File: src/rtl/core/spdg_pkg.sv
// Shared types, constants and helper functions for the stereo pan and distance gain block.
`timescale 1ns / 1ps

package spdg_pkg;

  // CORDIC vectoring: number of micro-rotations, at most 24.
  localparam int CORDIC_STEPS = 16;
  localparam int CSTEP_W      = 5;
  localparam int CW           = 27;
  localparam logic signed [CW-1:0] ANG_PI = 27'sd16777216;

  // Serial multiplier: unsigned operands, two bits of the multiplier per cycle.
  localparam int MUL_W      = 32;
  localparam int MUL_DIGITS = MUL_W / 2;
  localparam int MUL_CNT_W  = $clog2(MUL_DIGITS);

  // Restoring divider: one quotient bit per cycle.
  localparam int DIV_W     = 32;
  localparam int DVS_W     = 25;
  localparam int DIV_CNT_W = $clog2(DIV_W);

  localparam int GAIN_W = 17;
  localparam int DIST_W = 25;
  localparam int PAN_W  = 17;

  localparam logic [MUL_W-1:0] INV_K    = 32'd652032874;
  localparam logic [15:0]      ATT_MIN  = 16'd3277;
  localparam logic [15:0]      Q15_ONE  = 16'd32768;
  localparam logic [DIV_W-1:0] ATT_NUM  = 32'h8000_0000;
  localparam logic [DVS_W-1:0] DEN_BASE = 25'd65536;
  localparam logic [DVS_W-1:0] DIST_DIV = 25'd10;

  localparam logic FUNC_LOCATION = 1'b0;
  localparam logic FUNC_SAMPLE   = 1'b1;

  typedef enum logic [3:0] {
    ST_IDLE,
    ST_CORDIC,
    ST_DIST,
    ST_DIV10,
    ST_DIVATT,
    ST_BASE,
    ST_GAIN,
    ST_SMPG,
    ST_SMPV,
    ST_OUT
  } state_t;

  // Arctangent of 2^-i in units where 2^24 is pi.
  function automatic logic signed [CW-1:0] atan_lut(input logic [CSTEP_W-1:0] i);
    logic signed [CW-1:0] v;
    case (i)
      5'd0:    v = 27'sd4194304;
      5'd1:    v = 27'sd2476042;
      5'd2:    v = 27'sd1308273;
      5'd3:    v = 27'sd664100;
      5'd4:    v = 27'sd333339;
      5'd5:    v = 27'sd166832;
      5'd6:    v = 27'sd83436;
      5'd7:    v = 27'sd41721;
      5'd8:    v = 27'sd20861;
      5'd9:    v = 27'sd10430;
      5'd10:   v = 27'sd5215;
      5'd11:   v = 27'sd2608;
      5'd12:   v = 27'sd1304;
      5'd13:   v = 27'sd652;
      5'd14:   v = 27'sd326;
      5'd15:   v = 27'sd163;
      5'd16:   v = 27'sd81;
      5'd17:   v = 27'sd41;
      5'd18:   v = 27'sd20;
      5'd19:   v = 27'sd10;
      5'd20:   v = 27'sd5;
      5'd21:   v = 27'sd3;
      5'd22:   v = 27'sd1;
      5'd23:   v = 27'sd1;
      default: v = 27'sd0;
    endcase
    return v;
  endfunction

  // Applies a sign to a magnitude and saturates to a signed 16-bit value.
  function automatic logic [15:0] sat_mag(input logic neg, input logic [33:0] m);
    logic [15:0] r;
    if (!neg) begin
      r = (m > 34'd32767) ? 16'h7FFF : m[15:0];
    end else begin
      r = (m > 34'd32768) ? 16'h8000 : (16'd0 - m[15:0]);
    end
    return r;
  endfunction

  // Magnitude of a signed 16-bit value, 17 bits wide.
  function automatic logic [16:0] mag16(input logic [15:0] v);
    return v[15] ? (17'd0 - {1'b1, v}) : {1'b0, v};
  endfunction

  function automatic logic [15:0] clamp_q15(input logic [15:0] v);
    return (v > Q15_ONE) ? Q15_ONE : v;
  endfunction

endpackage

File: src/rtl/core/spdg_serial_mul.sv
// Radix-4 serial unsigned multiplier, two multiplier bits per cycle.
`timescale 1ns / 1ps

module spdg_serial_mul (
  input  logic                          clk,
  input  logic                          rst,
  input  logic                          start,
  input  logic [spdg_pkg::MUL_W-1:0]    a,
  input  logic [spdg_pkg::MUL_W-1:0]    b,
  output logic [2*spdg_pkg::MUL_W-1:0]  prod,
  output logic                          done
);

  logic [spdg_pkg::MUL_W-1:0]     a_r;
  logic [spdg_pkg::MUL_W+1:0]     a3_r;
  logic [spdg_pkg::MUL_W+1:0]     pp;
  logic [spdg_pkg::MUL_W+1:0]     sum;
  logic [2*spdg_pkg::MUL_W-1:0]   prod_next;
  logic [spdg_pkg::MUL_CNT_W-1:0] cnt;
  logic                           busy;

  always_comb begin
    case (prod[1:0])
      2'd0:    pp = '0;
      2'd1:    pp = {2'b00, a_r};
      2'd2:    pp = {1'b0, a_r, 1'b0};
      2'd3:    pp = a3_r;
      default: pp = '0;
    endcase
    sum       = {2'b00, prod[2*spdg_pkg::MUL_W-1:spdg_pkg::MUL_W]} + pp;
    prod_next = {sum, prod[spdg_pkg::MUL_W-1:2]};
  end

  always_ff @(posedge clk) begin
    if (rst) begin
      busy <= 1'b0;
      done <= 1'b0;
      cnt  <= '0;
    end else begin
      done <= 1'b0;
      if (start) begin
        busy <= 1'b1;
        cnt  <= '0;
      end else if (busy) begin
        cnt <= cnt + 1'b1;
        if (cnt == spdg_pkg::MUL_CNT_W'(spdg_pkg::MUL_DIGITS - 1)) begin
          busy <= 1'b0;
          done <= 1'b1;
        end
      end
    end
  end

  always_ff @(posedge clk) begin
    if (start) begin
      a_r  <= a;
      a3_r <= {2'b00, a} + {1'b0, a, 1'b0};
      prod <= {{spdg_pkg::MUL_W{1'b0}}, b};
    end else if (busy) begin
      prod <= prod_next;
    end
  end

endmodule

File: src/rtl/core/spdg_serial_div.sv
// Restoring serial divider, one quotient bit per cycle.
`timescale 1ns / 1ps

module spdg_serial_div (
  input  logic                          clk,
  input  logic                          rst,
  input  logic                          start,
  input  logic [spdg_pkg::DIV_W-1:0]    dividend,
  input  logic [spdg_pkg::DVS_W-1:0]    divisor,
  output logic [spdg_pkg::DIV_W-1:0]    quotient,
  output logic                          done
);

  logic [spdg_pkg::DIV_W-1:0]     dq;
  logic [spdg_pkg::DVS_W-1:0]     dvs_r;
  logic [spdg_pkg::DVS_W-1:0]     rem;
  logic [spdg_pkg::DVS_W:0]       rem_sh;
  logic [spdg_pkg::DVS_W:0]       diff;
  logic                           ge;
  logic [spdg_pkg::DIV_CNT_W-1:0] cnt;
  logic                           busy;

  always_comb begin
    rem_sh = {rem, dq[spdg_pkg::DIV_W-1]};
    diff   = rem_sh - {1'b0, dvs_r};
    ge     = (rem_sh >= {1'b0, dvs_r});
  end

  assign quotient = dq;

  always_ff @(posedge clk) begin
    if (rst) begin
      busy <= 1'b0;
      done <= 1'b0;
      cnt  <= '0;
    end else begin
      done <= 1'b0;
      if (start) begin
        busy <= 1'b1;
        cnt  <= '0;
      end else if (busy) begin
        cnt <= cnt + 1'b1;
        if (cnt == spdg_pkg::DIV_CNT_W'(spdg_pkg::DIV_W - 1)) begin
          busy <= 1'b0;
          done <= 1'b1;
        end
      end
    end
  end

  // The dividend shifts out of the top while quotient bits shift in below.
  always_ff @(posedge clk) begin
    if (start) begin
      dq    <= dividend;
      dvs_r <= divisor;
      rem   <= '0;
    end else if (busy) begin
      rem <= ge ? diff[spdg_pkg::DVS_W-1:0] : rem_sh[spdg_pkg::DVS_W-1:0];
      dq  <= {dq[spdg_pkg::DIV_W-2:0], ge};
    end
  end

endmodule

File: src/rtl/core/spdg_cordic.sv
// Iterative CORDIC in vectoring mode, one micro-rotation per cycle.
`timescale 1ns / 1ps

module spdg_cordic (
  input  logic                              clk,
  input  logic                              rst,
  input  logic                              start,
  input  logic signed [spdg_pkg::CW-1:0]    x_in,
  input  logic signed [spdg_pkg::CW-1:0]    y_in,
  output logic signed [spdg_pkg::CW-1:0]    x_out,
  output logic signed [spdg_pkg::CW-1:0]    z_out,
  output logic                              done
);

  logic signed [spdg_pkg::CW-1:0] x, y, z;
  logic signed [spdg_pkg::CW-1:0] xs, ys, ang;
  logic signed [spdg_pkg::CW-1:0] x_next, y_next, z_next;
  logic [spdg_pkg::CSTEP_W-1:0]   cnt;
  logic                           busy;

  always_comb begin
    xs  = x >>> cnt;
    ys  = y >>> cnt;
    ang = spdg_pkg::atan_lut(cnt);
    if (y[spdg_pkg::CW-1]) begin
      x_next = x - ys;
      y_next = y + xs;
      z_next = z - ang;
    end else begin
      x_next = x + ys;
      y_next = y - xs;
      z_next = z + ang;
    end
  end

  assign x_out = x;
  assign z_out = z;

  always_ff @(posedge clk) begin
    if (rst) begin
      busy <= 1'b0;
      done <= 1'b0;
      cnt  <= '0;
    end else begin
      done <= 1'b0;
      if (start) begin
        busy <= 1'b1;
        cnt  <= '0;
      end else if (busy) begin
        cnt <= cnt + 1'b1;
        if (cnt == spdg_pkg::CSTEP_W'(spdg_pkg::CORDIC_STEPS - 1)) begin
          busy <= 1'b0;
          done <= 1'b1;
        end
      end
    end
  end

  // A point in the left half-plane is turned by pi before the rotations.
  always_ff @(posedge clk) begin
    if (start) begin
      if (x_in[spdg_pkg::CW-1]) begin
        x <= -x_in;
        y <= -y_in;
        z <= y_in[spdg_pkg::CW-1] ? -spdg_pkg::ANG_PI : spdg_pkg::ANG_PI;
      end else begin
        x <= x_in;
        y <= y_in;
        z <= '0;
      end
    end else if (busy) begin
      x <= x_next;
      y <= y_next;
      z <= z_next;
    end
  end

endmodule

File: src/rtl/core/stereo_pan_distance_gain.sv
// Top level: pans a mono stream to stereo from a source location, with distance and volume gain.
//
//  Channel   Handshake              Payload
//  input     in_valid / in_stall    func, mono_sample, loc_x, loc_y, loc_confidence, end_of_block
//  output    out_valid / out_stall  left_sample, right_sample, last_of_block
//  config    cfg_valid / cfg_ready  volume
//
// A sample transaction runs two radix-4 multiplier passes of 16 digits each, then loads
// the output register once it is free and returns to idle; the left and right channels
// run side by side. A location transaction runs the CORDIC, three multiplier passes and
// two 32-bit divisions before returning to idle; the origin skips the CORDIC and the
// first multiply.
// Reset is synchronous: the gains go to zero (silent output) and the volume to 1.0.
// One transaction is worked on at a time; in_stall is high while it is in progress.
// A finished result waits in the output register while out_stall is high, and the
// next input transaction is accepted meanwhile.
`timescale 1ns / 1ps

module stereo_pan_distance_gain (
  input  logic        clk,
  input  logic        rst,
  input  logic        in_valid,
  output logic        in_stall,
  input  logic        func,
  input  logic [15:0] mono_sample,
  input  logic [15:0] loc_x,
  input  logic [15:0] loc_y,
  input  logic [15:0] loc_confidence,
  input  logic        end_of_block,
  output logic        out_valid,
  input  logic        out_stall,
  output logic [15:0] left_sample,
  output logic [15:0] right_sample,
  output logic        last_of_block,
  input  logic        cfg_valid,
  output logic        cfg_ready,
  input  logic [15:0] volume
);

  spdg_pkg::state_t state, state_next;

  logic launched, launched_next;
  logic cstart, mstart, dstart;
  logic cdone, mdone_l, mdone_r, ddone;
  logic in_acc, out_load;

  // Operand and status registers.
  logic [15:0]                       vol_r;
  logic signed [spdg_pkg::CW-1:0]    x_r, y_r;
  logic [15:0]                       conf_r;
  logic [15:0]                       mono_r;
  logic                              eob_r;
  logic signed [spdg_pkg::PAN_W-1:0] pan;
  logic [spdg_pkg::DIST_W-1:0]       dist_q16;
  logic [21:0]                       q10;
  logic [15:0]                       att;
  logic [spdg_pkg::GAIN_W-1:0]       gain_l, gain_r;
  logic [15:0]                       smp_l, smp_r;
  logic [15:0]                       res_l, res_r;

  // Unit connections.
  logic signed [spdg_pkg::CW-1:0]      cx_out, cz_out;
  logic [spdg_pkg::MUL_W-1:0]          ma_l, mb_l, ma_r, mb_r;
  logic [2*spdg_pkg::MUL_W-1:0]        prod_l, prod_r;
  logic [spdg_pkg::DIV_W-1:0]          dvd, quo;
  logic [spdg_pkg::DVS_W-1:0]          dvs;

  // Derived values.
  logic signed [27:0]                  zp, zs;
  logic signed [spdg_pkg::PAN_W-1:0]   pan_c;
  logic signed [17:0]                  lb_full, rb_full;
  logic [16:0]                         lb, rb;
  logic [15:0]                         vol_eff;
  logic [15:0]                         att_q;

  assign in_acc    = in_valid && !in_stall;
  assign in_stall  = (state != spdg_pkg::ST_IDLE);
  assign cfg_ready = 1'b1;
  assign vol_eff   = spdg_pkg::clamp_q15(vol_r);

  // Pan from the CORDIC angle, rounded to Q1.15 and held within one.
  always_comb begin
    zp = {cz_out[spdg_pkg::CW-1], cz_out} + 28'sd256;
    zs = zp >>> 9;
    if (zs > 28'sd32768) begin
      pan_c = 17'sd32768;
    end else if (zs < -28'sd32768) begin
      pan_c = -17'sd32768;
    end else begin
      pan_c = zs[spdg_pkg::PAN_W-1:0];
    end
    lb_full = 18'sd65536 - {pan[spdg_pkg::PAN_W-1], pan};
    rb_full = 18'sd65536 + {pan[spdg_pkg::PAN_W-1], pan};
    lb      = lb_full[17:1];
    rb      = rb_full[17:1];
    att_q   = (quo[15:0] < spdg_pkg::ATT_MIN) ? spdg_pkg::ATT_MIN : quo[15:0];
  end

  // Operand selection for the shared arithmetic units.
  always_comb begin
    ma_l = '0;
    mb_l = '0;
    ma_r = '0;
    mb_r = '0;
    dvd  = {{(spdg_pkg::DIV_W - spdg_pkg::DIST_W){1'b0}}, dist_q16};
    dvs  = spdg_pkg::DIST_DIV;
    case (state)
      spdg_pkg::ST_DIST: begin
        ma_l = {{(spdg_pkg::MUL_W - spdg_pkg::CW){1'b0}}, x_r};
        mb_l = spdg_pkg::INV_K;
      end
      spdg_pkg::ST_DIVATT: begin
        dvd = spdg_pkg::ATT_NUM;
        dvs = spdg_pkg::DEN_BASE + {3'b000, q10};
      end
      spdg_pkg::ST_BASE: begin
        ma_l = {15'd0, lb};
        mb_l = {16'd0, att};
        ma_r = {15'd0, rb};
        mb_r = {16'd0, att};
      end
      spdg_pkg::ST_GAIN: begin
        ma_l = prod_l[spdg_pkg::MUL_W-1:0];
        mb_l = {16'd0, conf_r};
        ma_r = prod_r[spdg_pkg::MUL_W-1:0];
        mb_r = {16'd0, conf_r};
      end
      spdg_pkg::ST_SMPG: begin
        ma_l = {15'd0, spdg_pkg::mag16(mono_r)};
        mb_l = {15'd0, gain_l};
        ma_r = {15'd0, spdg_pkg::mag16(mono_r)};
        mb_r = {15'd0, gain_r};
      end
      spdg_pkg::ST_SMPV: begin
        ma_l = {15'd0, spdg_pkg::mag16(smp_l)};
        mb_l = {16'd0, vol_eff};
        ma_r = {15'd0, spdg_pkg::mag16(smp_r)};
        mb_r = {16'd0, vol_eff};
      end
      default: begin
        ma_l = '0;
      end
    endcase
  end

  // Sequencer: each working state starts its unit once and waits for it.
  always_comb begin
    state_next = state;
    cstart     = 1'b0;
    mstart     = 1'b0;
    dstart     = 1'b0;
    out_load   = 1'b0;
    case (state)
      spdg_pkg::ST_IDLE: begin
        if (in_acc) begin
          if (func == spdg_pkg::FUNC_SAMPLE) begin
            state_next = spdg_pkg::ST_SMPG;
          end else if (loc_x == 16'd0 && loc_y == 16'd0) begin
            state_next = spdg_pkg::ST_DIV10;
          end else begin
            state_next = spdg_pkg::ST_CORDIC;
          end
        end
      end
      spdg_pkg::ST_CORDIC: begin
        cstart = !launched;
        if (cdone) begin
          state_next = spdg_pkg::ST_DIST;
        end
      end
      spdg_pkg::ST_DIST: begin
        mstart = !launched;
        if (mdone_l) begin
          state_next = spdg_pkg::ST_DIV10;
        end
      end
      spdg_pkg::ST_DIV10: begin
        dstart = !launched;
        if (ddone) begin
          state_next = spdg_pkg::ST_DIVATT;
        end
      end
      spdg_pkg::ST_DIVATT: begin
        dstart = !launched;
        if (ddone) begin
          state_next = spdg_pkg::ST_BASE;
        end
      end
      spdg_pkg::ST_BASE: begin
        mstart = !launched;
        if (mdone_l) begin
          state_next = spdg_pkg::ST_GAIN;
        end
      end
      spdg_pkg::ST_GAIN: begin
        mstart = !launched;
        if (mdone_l) begin
          state_next = spdg_pkg::ST_IDLE;
        end
      end
      spdg_pkg::ST_SMPG: begin
        mstart = !launched;
        if (mdone_l) begin
          state_next = spdg_pkg::ST_SMPV;
        end
      end
      spdg_pkg::ST_SMPV: begin
        mstart = !launched;
        if (mdone_l) begin
          state_next = spdg_pkg::ST_OUT;
        end
      end
      spdg_pkg::ST_OUT: begin
        if (!out_valid || !out_stall) begin
          out_load   = 1'b1;
          state_next = spdg_pkg::ST_IDLE;
        end
      end
      default: begin
        state_next = spdg_pkg::ST_IDLE;
      end
    endcase
    launched_next = (state_next == state) ? (launched || cstart || mstart || dstart) : 1'b0;
  end

  always_ff @(posedge clk) begin
    if (rst) begin
      state     <= spdg_pkg::ST_IDLE;
      launched  <= 1'b0;
      out_valid <= 1'b0;
      vol_r     <= spdg_pkg::Q15_ONE;
      gain_l    <= '0;
      gain_r    <= '0;
    end else begin
      state    <= state_next;
      launched <= launched_next;
      if (cfg_valid && cfg_ready) begin
        vol_r <= volume;
      end
      if (out_load) begin
        out_valid <= 1'b1;
      end else if (!out_stall) begin
        out_valid <= 1'b0;
      end
      if (state == spdg_pkg::ST_GAIN && mdone_l) begin
        gain_l <= prod_l[46:30];
        gain_r <= prod_r[46:30];
      end
    end
  end

  // Payload registers.
  always_ff @(posedge clk) begin
    if (in_acc) begin
      x_r      <= {{3{loc_x[15]}}, loc_x, 8'd0};
      y_r      <= {{3{loc_y[15]}}, loc_y, 8'd0};
      conf_r   <= spdg_pkg::clamp_q15(loc_confidence);
      mono_r   <= mono_sample;
      eob_r    <= end_of_block;
      pan      <= '0;
      dist_q16 <= '0;
    end
    if (state == spdg_pkg::ST_CORDIC && cdone) begin
      pan <= pan_c;
      x_r <= cx_out;
    end
    if (state == spdg_pkg::ST_DIST && mdone_l) begin
      dist_q16 <= prod_l[54:30];
    end
    if (state == spdg_pkg::ST_DIV10 && ddone) begin
      q10 <= quo[21:0];
    end
    if (state == spdg_pkg::ST_DIVATT && ddone) begin
      att <= att_q;
    end
    if (state == spdg_pkg::ST_SMPG && mdone_l) begin
      smp_l <= spdg_pkg::sat_mag(mono_r[15], prod_l[48:15]);
      smp_r <= spdg_pkg::sat_mag(mono_r[15], prod_r[48:15]);
    end
    if (state == spdg_pkg::ST_SMPV && mdone_l) begin
      res_l <= spdg_pkg::sat_mag(smp_l[15], prod_l[48:15]);
      res_r <= spdg_pkg::sat_mag(smp_r[15], prod_r[48:15]);
    end
    if (out_load) begin
      left_sample   <= res_l;
      right_sample  <= res_r;
      last_of_block <= eob_r;
    end
  end

  spdg_cordic u_cordic (
    .clk   (clk),
    .rst   (rst),
    .start (cstart),
    .x_in  (x_r),
    .y_in  (y_r),
    .x_out (cx_out),
    .z_out (cz_out),
    .done  (cdone)
  );

  spdg_serial_mul u_mul_l (
    .clk   (clk),
    .rst   (rst),
    .start (mstart),
    .a     (ma_l),
    .b     (mb_l),
    .prod  (prod_l),
    .done  (mdone_l)
  );

  spdg_serial_mul u_mul_r (
    .clk   (clk),
    .rst   (rst),
    .start (mstart),
    .a     (ma_r),
    .b     (mb_r),
    .prod  (prod_r),
    .done  (mdone_r)
  );

  spdg_serial_div u_div (
    .clk      (clk),
    .rst      (rst),
    .start    (dstart),
    .dividend (dvd),
    .divisor  (dvs),
    .quotient (quo),
    .done     (ddone)
  );

  // A location transaction never produces a result.
  a_loc_no_result: assert property (@(posedge clk) disable iff (rst)
    (in_acc && func == spdg_pkg::FUNC_LOCATION) |=> !$rose(out_valid))
    else $error("result raised after a location transaction");

  // The two multipliers are started together and so finish together.
  a_mul_lockstep: assert property (@(posedge clk) disable iff (rst)
    mdone_l == mdone_r)
    else $error("left and right multipliers out of step");

  // The gains never exceed one and a half in Q2.15.
  a_gain_range: assert property (@(posedge clk) disable iff (rst)
    gain_l <= 17'd49152 && gain_r <= 17'd49152)
    else $error("gain out of range");

  // Only one arithmetic unit is started at a time.
  a_one_start: assert property (@(posedge clk) disable iff (rst)
    $countones({cstart, mstart, dstart}) <= 1)
    else $error("more than one unit started");

endmodule

File: config.mk
export PLATFORM = sky130hd
export DESIGN_NAME = stereo_pan_distance_gain
export DESIGN_NICKNAME = d
export VERILOG_FILES = /design/src/rtl/core/spdg_pkg.sv /design/src/rtl/core/spdg_serial_mul.sv /design/src/rtl/core/spdg_serial_div.sv /design/src/rtl/core/spdg_cordic.sv /design/src/rtl/core/stereo_pan_distance_gain.sv
export SDC_FILE = /design/constraint.sdc
export NUM_CORES = 2
export LEC_CHECK = 0
export ABC_CLOCK_PERIOD_IN_PS = 8000
export BUFFER_PORTS_ARGS = -buffer_cell sky130_fd_sc_hd__buf_2
export CORE_MARGIN = 8
export CORE_UTILIZATION = 53
export CTS_CLUSTER_DIAMETER = 100
export CTS_CLUSTER_SIZE = 28
export DETAILED_ROUTE_END_ITERATION = 12
export GPL_ROUTABILITY_DRIVEN = 0
export MAX_ROUTING_LAYER = met4
export PLACE_DENSITY = 0.69
export SYNTH_ARGS = -nofsm -noshare
export SYNTH_HDL_FRONTEND = slang
export SYNTH_SLANG_ARGS = --single-unit
File: constraint.sdc
create_clock -name clk -period 8 [get_ports clk]
set_input_delay 1.6 -clock clk [delete_from_list [all_inputs] [get_ports clk]]
set_output_delay 1.6 -clock clk [all_outputs]
set_load 0.05 [all_outputs]
# [Word-level counts from Yosys, hierarchy flattened]
# Memories as Yosys holds them, arrays and structs flattened. A register that Yosys moved wholly into a read port is not among the register bits.
# Index checks and enable logic that the tools add are counted.
[op_classes] n_shift=2 n_mux=84 addsub=26 n_reduce_logical=38 n_bitwise=4 n_eq_ne=21 order_cmp=10
[ops] op="27-bit 2-to-1 mux" n=15
[ops] op="34-bit case mux with 4 select lines" n=2
[ops] op="32-bit 2-to-1 mux" n=7
[ops] op="32-bit case mux with 5 select lines" n=1
[ops] op="30-bit case mux with 5 select lines" n=1
[ops] op="16-bit 2-to-1 mux" n=9
[ops] op="32-bit case mux with 4 select lines" n=1
[ops] op="17-bit 2-to-1 mux" n=7
[ops] op="27-bit adder" n=3
[ops] op="27-bit subtractor" n=3
[ops] op="25-bit 2-to-1 mux" n=3
[ops] op="32-bit by 33-bit adder with 34-bit output" n=2
[ops] op="32-bit by 34-bit adder with 34-bit output" n=2
[ops] op="34-bit by 15-bit > comparator with 1-bit output (second input constant)" n=2
[ops] op="34-bit by 16-bit > comparator with 1-bit output (second input constant)" n=2
[ops] op="17-bit case mux with 4 select lines" n=1
[ops] op="27-bit by 5-bit >>> shifter with 27-bit output" n=2
[ops] op="1-bit by 17-bit subtractor with 17-bit output (first input constant)" n=3
[ops] op="4-bit 2-to-1 mux" n=10
[ops] op="4-bit case mux with 10 select lines" n=1
[ops] op="16-bit > comparator (second input constant)" n=2
[ops] op="16-bit logical NOT" n=2
[ops] op="1-bit by 16-bit subtractor with 16-bit output (first input constant)" n=2
[ops] op="27-bit by 10-bit adder with 28-bit output (second input constant)" n=1
[ops] op="37 further kinds" n=101
[word_totals] output_inout_bits=36 romBits=736 memories=1 reg_bits=757 word_cells=233
[mem_list] name="(no name shown)" depth=32 width=23 read_ports=1 rd_ports_with_merged_regs=1 write_ports=0 line_no="spdg_pkg.sv:52" rtl="case (i)"

# [Longest topological paths before layout]
[depth] ltp_word=9 depth_mapped=28 depth_no_buf=23

# [By module]
# From an unflattened synthesis, not the netlist that was laid out.
[unflattened] cells_unflattened=5378 area_unflattened_um2=52721.8
[modules_own_cells] mod="stereo_pan_distance_gain" n_inst=1 area_each_um2=16044.1 cells_each=1601
[modules_own_cells] mod="spdg_cordic" n_inst=1 area_each_um2=14357.5 cells_each=1674
[modules_own_cells] mod="spdg_serial_mul (u_mul_r)" n_inst=1 area_each_um2=8677.1 cells_each=837
[modules_own_cells] mod="spdg_serial_mul (u_mul_l)" n_inst=1 area_each_um2=8568.2 cells_each=792
[modules_own_cells] mod="spdg_serial_div" n_inst=1 area_each_um2=5074.9 cells_each=474

# [Worst setup path after synthesis]
# No wires, ideal clock.
[synth_timing] path_kind="register to register" startpoint="register state[1]" endpoint="register u_mul_l.a3_r[0] (netlist name) (enable)" arrival_ns=5.074 path_stages_with_launch=9 period_less_slack_ns=5.620 path_buffers=3 required_ns=7.455 setup_slack_ns=2.380 cell_sequence="dfxtp_1 -> clkbuf_1 -> inv_1 -> mux2i_1 -> nor2_1 -> a211o_1 -> clkbuf_1 -> clkinv_1 -> clkbuf_1"
[synth_via] elab_chain_cells=3 word_cells_on_any_way=7 classes_between="5 x eq/ne; 1 x mux; 1 x reduce/logical"
[synth_lines] item="from (decl)" line_no="stereo_pan_distance_gain.sv:40" rtl="spdg_pkg::state_t state, state_next;"
[synth_lines] item="from (signal assigned)" line_no="stereo_pan_distance_gain.sv:228" rtl="state <= spdg_pkg::ST_IDLE;"
[synth_lines] item="from (signal assigned)" line_no="stereo_pan_distance_gain.sv:235" rtl="state <= state_next;"
[synth_lines] item="4-bit by 3-bit == test with 1-bit output, or another cell as far along" line_no="stereo_pan_distance_gain.sv:153" rtl="case (state)"
[synth_lines] item="5-bit OR reduction (no source line) *"
[synth_lines] item="1-bit 2-to-1 mux *"
[synth_lines] item="via mstart" line_no="stereo_pan_distance_gain.sv:43" rtl="logic cstart, mstart, dstart;"
[synth_lines] item="to (signal assigned)" line_no="spdg_serial_mul.sv:57" rtl="a3_r <= {2'b00, a} + {1'b0, a, 1'b0};"
[synth_lines] item="to (decl)" line_no="spdg_serial_mul.sv:15" rtl="logic [spdg_pkg::MUL_W+1:0] a3_r;"
# Mark *: on every way through the listed nets, which the timed path passes. The rest lies on a longest branch.
# A chain may end at the register's enable or synchronous reset.

# [Worst setup path in the final report]
[layout_timing] startpoint="register u_cordic.cnt[2] (netlist name)" endpoint="register u_cordic.y[25] (netlist name) (data pin)"
[layout_via] elab_chain_cells=5 word_cells_on_any_way=6 classes_between="2 x add/sub; 1 x shift; 3 x mux"
[layout_lines] item="from (decl)" line_no="spdg_cordic.sv:18" rtl="logic [spdg_pkg::CSTEP_W-1:0] cnt;"
[layout_lines] item="from (signal assigned)" line_no="spdg_cordic.sv:50" rtl="cnt <= cnt + 1'b1;"
[layout_lines] item="27-bit by 5-bit >>> shifter with 27-bit output *" line_no="spdg_cordic.sv:22" rtl="xs = x >>> cnt;"
[layout_lines] item="27-bit subtractor or 27-bit adder (tied branches)" line_no="spdg_cordic.sv:31, spdg_cordic.sv:27"
[layout_lines] item="27-bit 2-to-1 mux *" line_no="spdg_cordic.sv:25" rtl="if (y[spdg_pkg::CW-1]) begin"
[layout_lines] item="27-bit 2-to-1 mux *" line_no="spdg_cordic.sv:71" rtl="end else if (busy) begin"
[layout_lines] item="27-bit 2-to-1 mux *" line_no="spdg_cordic.sv:61" rtl="if (start) begin"
[layout_lines] item="to (signal assigned)" line_no="spdg_cordic.sv:64" rtl="y <= -y_in;"
[layout_lines] item="to (signal assigned)" line_no="spdg_cordic.sv:68" rtl="y <= y_in;"
[layout_lines] item="to (signal assigned)" line_no="spdg_cordic.sv:73" rtl="y <= y_next;"
[layout_lines] item="to (decl)" line_no="spdg_cordic.sv:15" rtl="logic signed [spdg_pkg::CW-1:0] x, y, z;"
# Mark *: on every way between the ends. The rest lies on a longest branch, timed or not. The select of a mux whose other input is x is not followed.

==> impl_metrics.ini <==
[run_status]
status = finished, final reports clean

[timing]
fmax_mhz = 158.2
finalMaxSlewViolations = 0
finalCriticalPeriod_ps = 6321
slew_headroom_pct = 13.65
worst_slew_pin_slew_ps = 1288
fin_crit_sh_pct = 79.02
setup_tns_ps = 0
fin_worst_skew_ps = 45.12
hold_violations = 0
rsz0062_at_grt = no
setup_viol = 0

[worst_setup_path]
cpMostUsedCell = a21oi_1
cp.arrival_ps = 6710
path_cells = buf_4, mux4_1, mux2i_1, o221ai_1, nor2_1, a21oi_1, xnor2_1, ha_1, inv_1, o31ai_1, a21oi_1, o41ai_1, a21oi_1, a31oi_1, a21o_1, a31oi_1, mux2i_1, nand2_1
start_kind = flip-flop
crit_path_max_incr_delay_ps = 1050
critPathCaptureType = flip-flop
required_ps = 8390
critPathKind = flip-flop to flip-flop
path_delay_family = compound AO/OA/AOI/OAI gates
critPathMaxFanout = 51
critical_path_buf_inv_count = 2
critical_path.slowest_cell = dfxtp_2

[synth]
syn_avg_cell_area_sq_um = 9.642
synth_seq_cells = 776
synth.top_cell.area_share_pct = 34.82
yosysUniqueCellTypes = 95
syn_nets = 5570
yosys-top-cells-count = 583 x edfxtp_1, 579 x nand2_1, 462 x a21oi_1
yosysTopAreaCell = edfxtp_1
async_reset_ff_share_pct = 0
synth_area_leaders = edfxtp_1 35%, dfxtp_1 7.7%, ha_1 6.5%
synth_most_common_cell = edfxtp_1
yosysSeqAreaShare_pct = 42.50
synth_cells = 5215
yosys_warnings = 0
synth_ff_type = edfxtp_1
synth_edf_count = 583
syn_area_sq_um = 50280

[floorplan]
rows = 113
die-area_sq_um = 105000
ios = 123
core_area_sq_um = 94590
die_height_um = 324.0
die_x_um = 324.0
start_util_pct = 53.16

[detailed_routing]
drt_iter0_drc = 4308
drt-pass1-iter-count = 9
vias_per_cell = 6.232
wl_per_cell_um = 21.09
num_vias = 40264
postRouteWirelength_um = 136300
ant_nets = 0
drc = 0

[grt]
grt-ovfl-total = 0
grt_pass1_wl_um = 211700
grt_max_degree = 87
grt_pass1_vias = 38059
grt.total_usage_pct = 25.76
antenna_found_initial = 3

[clocking]
cts_resized = 0
cts_buffers = 37
clk_pin_slew_ps = 110
ctsHoldBuffers = 0
cts_setup_buffers = 0
clock_sinks = 776
root_buffer = clkbuf_16
cts_tree = done
cts_buffer_depth = 3
htreeDepth = 2
worstSkewPairLatency_ps = 640

[finish]
fin_nets = 5521
areaGrowthSynthToFinish_pct = 5.594
drive_above_1_share_pct = 8.126

[power_and_ir_drop]
p_seq_share_pct = 35.1
p_leak_nw = 20.84
cell_internal_pwr_mw = 10.76
p_switching_mw = 8.082
power_mw = 18.85
powerDensity_nw_per_um2 = 354.9
comb_power_share_pct = 52.6
peakVddDrop_mv = 0.4930
p_sw_share_pct = 42.88
clock_power_share_pct = 12.3

[placement]
dp_hpwl_um = 100800
io_buffers = 121

[flow_run]
cap_violations = 0

[worst_hold_path]
min_path_type = flip-flop to flip-flop
==> worst paths after layout <==
| kind | startpoint | to | slack, ps | cells after the start |
|---|---|---|---|---|
| max | u_cordic.cnt[2]$_SDFFE_PP0P_ | u_cordic.y[25]$_DFFE_PP_ | 1680 | 18 |
| max reg2reg | u_cordic.cnt[2]$_SDFFE_PP0P_ | u_cordic.y[25]$_DFFE_PP_ | 1680 | 18 |
| min | res_r[12]$_DFFE_PP_ | right_sample[12]$_DFFE_PP_ | 430 | 0 |
| min reg2reg | res_r[12]$_DFFE_PP_ | right_sample[12]$_DFFE_PP_ | 430 | 0 |
==> worst register-to-register path, delay by kind of cell, from the launching register on <==
family,cells,cell delay (ps)
adder cells (fa/ha/maj),1,350
AND/OR/NAND/NOR,2,340
buffers and inverters,2,470
XOR/XNOR,1,160
AO/OA/AOI/OAI,9,2670
flip-flops,1,1050
multiplexers,3,1050
==> cells in the final DEF, fill, tap and decap left out, types with 88 or more instances in the layout <==
cell type / synthesis / routed
a21o_1: 141 / 141
a21oi_1: 462 / 461
and2_1: 88 / 88
buf_2: 18 / 121
dfxtp_1: 193 / 189
edfxtp_1: 583 / 583
ha_1: 260 / 260
inv_1: 160 / 159
mux2i_1: 122 / 122
nand2_1: 579 / 578
nand3_1: 90 / 90
nor2_1: 431 / 428
nor3_1: 97 / 94
o21ai_0: 250 / 250
xnor2_1: 244 / 244
xor2_1: 135 / 135
==> power by group through the flow <==
stage / sequential, mW / clock [mW] / combinational, mW
6_report: 6.62 / 2.32 / 9.91
3_3_place_gp: 6.63 / 0 / 9.57
5_1_grt: 6.68 / 2.49 / 11.0
2_1_floorplan: 6.10 / 0 / 7.92
3_5_place_dp: 6.65 / 0 / 9.75
4_1_cts: 6.56 / 2.37 / 9.81
==> cell type report <==
cell class / count / area, sq um
inverter: 167 / 631.9
fill: 8197 / 41490
clock buffer: 52 / 1005
timing repair buffer: 180 / 1049
antenna: 3 / 7.507
multi-input combinational: 4004 / 27250
tap: 1265 / 1583
clock inverter: 14 / 195.2
sequential: 776 / 21380
==> flip-flops by register name, summed over array words and instances (netlist names), 17 cells and up <==
name	count
pan	17
u_div.dvs_r	23
u_cordic.x_out	27
x_r	27
u_mul_l.prod	64
u_mul_r.prod	64
gain_r	17
q10	22
u_cordic.y	27
gain_l	17
u_mul_r.a_r	31
u_div.quotient	32
u_cordic.ang	23
u_cordic.z_out	27
u_mul_l.a3_r	34
u_mul_l.a_r	31
dist_q16	25
u_mul_r.a3_r	34
u_div.rem	25
==> routing by layer <==
metal | share of wire (%) | up-vias | GRT usage (%)
met5 | 0 | - | -
met4 | 4.4 | 0 | 10.15
met3 | 8.0 | 368 | 4.258
met2 | 46 | 1666 | 41.39
met1 | 41 | 19081 | 32.58
li1 | - | 19149 | -
==> through the flow <==
| step | cells | worst slack [ps] | hold WS, ps | instance area [sq um] | util (%) |
|---|---|---|---|---|---|
| after floorplan | 5215 | 2380 | 400.3 | 50280 | - |
| after global placement | 6392 | 1972 | 400.3 | 51890 | 54.86 |
| after detailed placement | 6392 | 1832 | 407.1 | 51890 | 54.86 |
| after CTS | 6458 | 1788 | 411.1 | 53090 | 56.13 |
| after global routing | 6459 | 1328 | 429.7 | 53090 | 56.13 |
| final | 6461 | 1679 | 429.4 | 53100 | 56.14 |
==> logic make-up after synthesis <==
kind of cell / synth area share (%)
and+or+nand+nor: 15.90
other: 0.007458
buffers and inverters: 3.444
muxes: 6.683
AOI/OAI and AO/OA: 18.08
xor gates and xnor gates: 6.601
DFF: 42.50
adders and majority gates: 6.788
No activity file was read; power rests on OpenSTA's default activity.
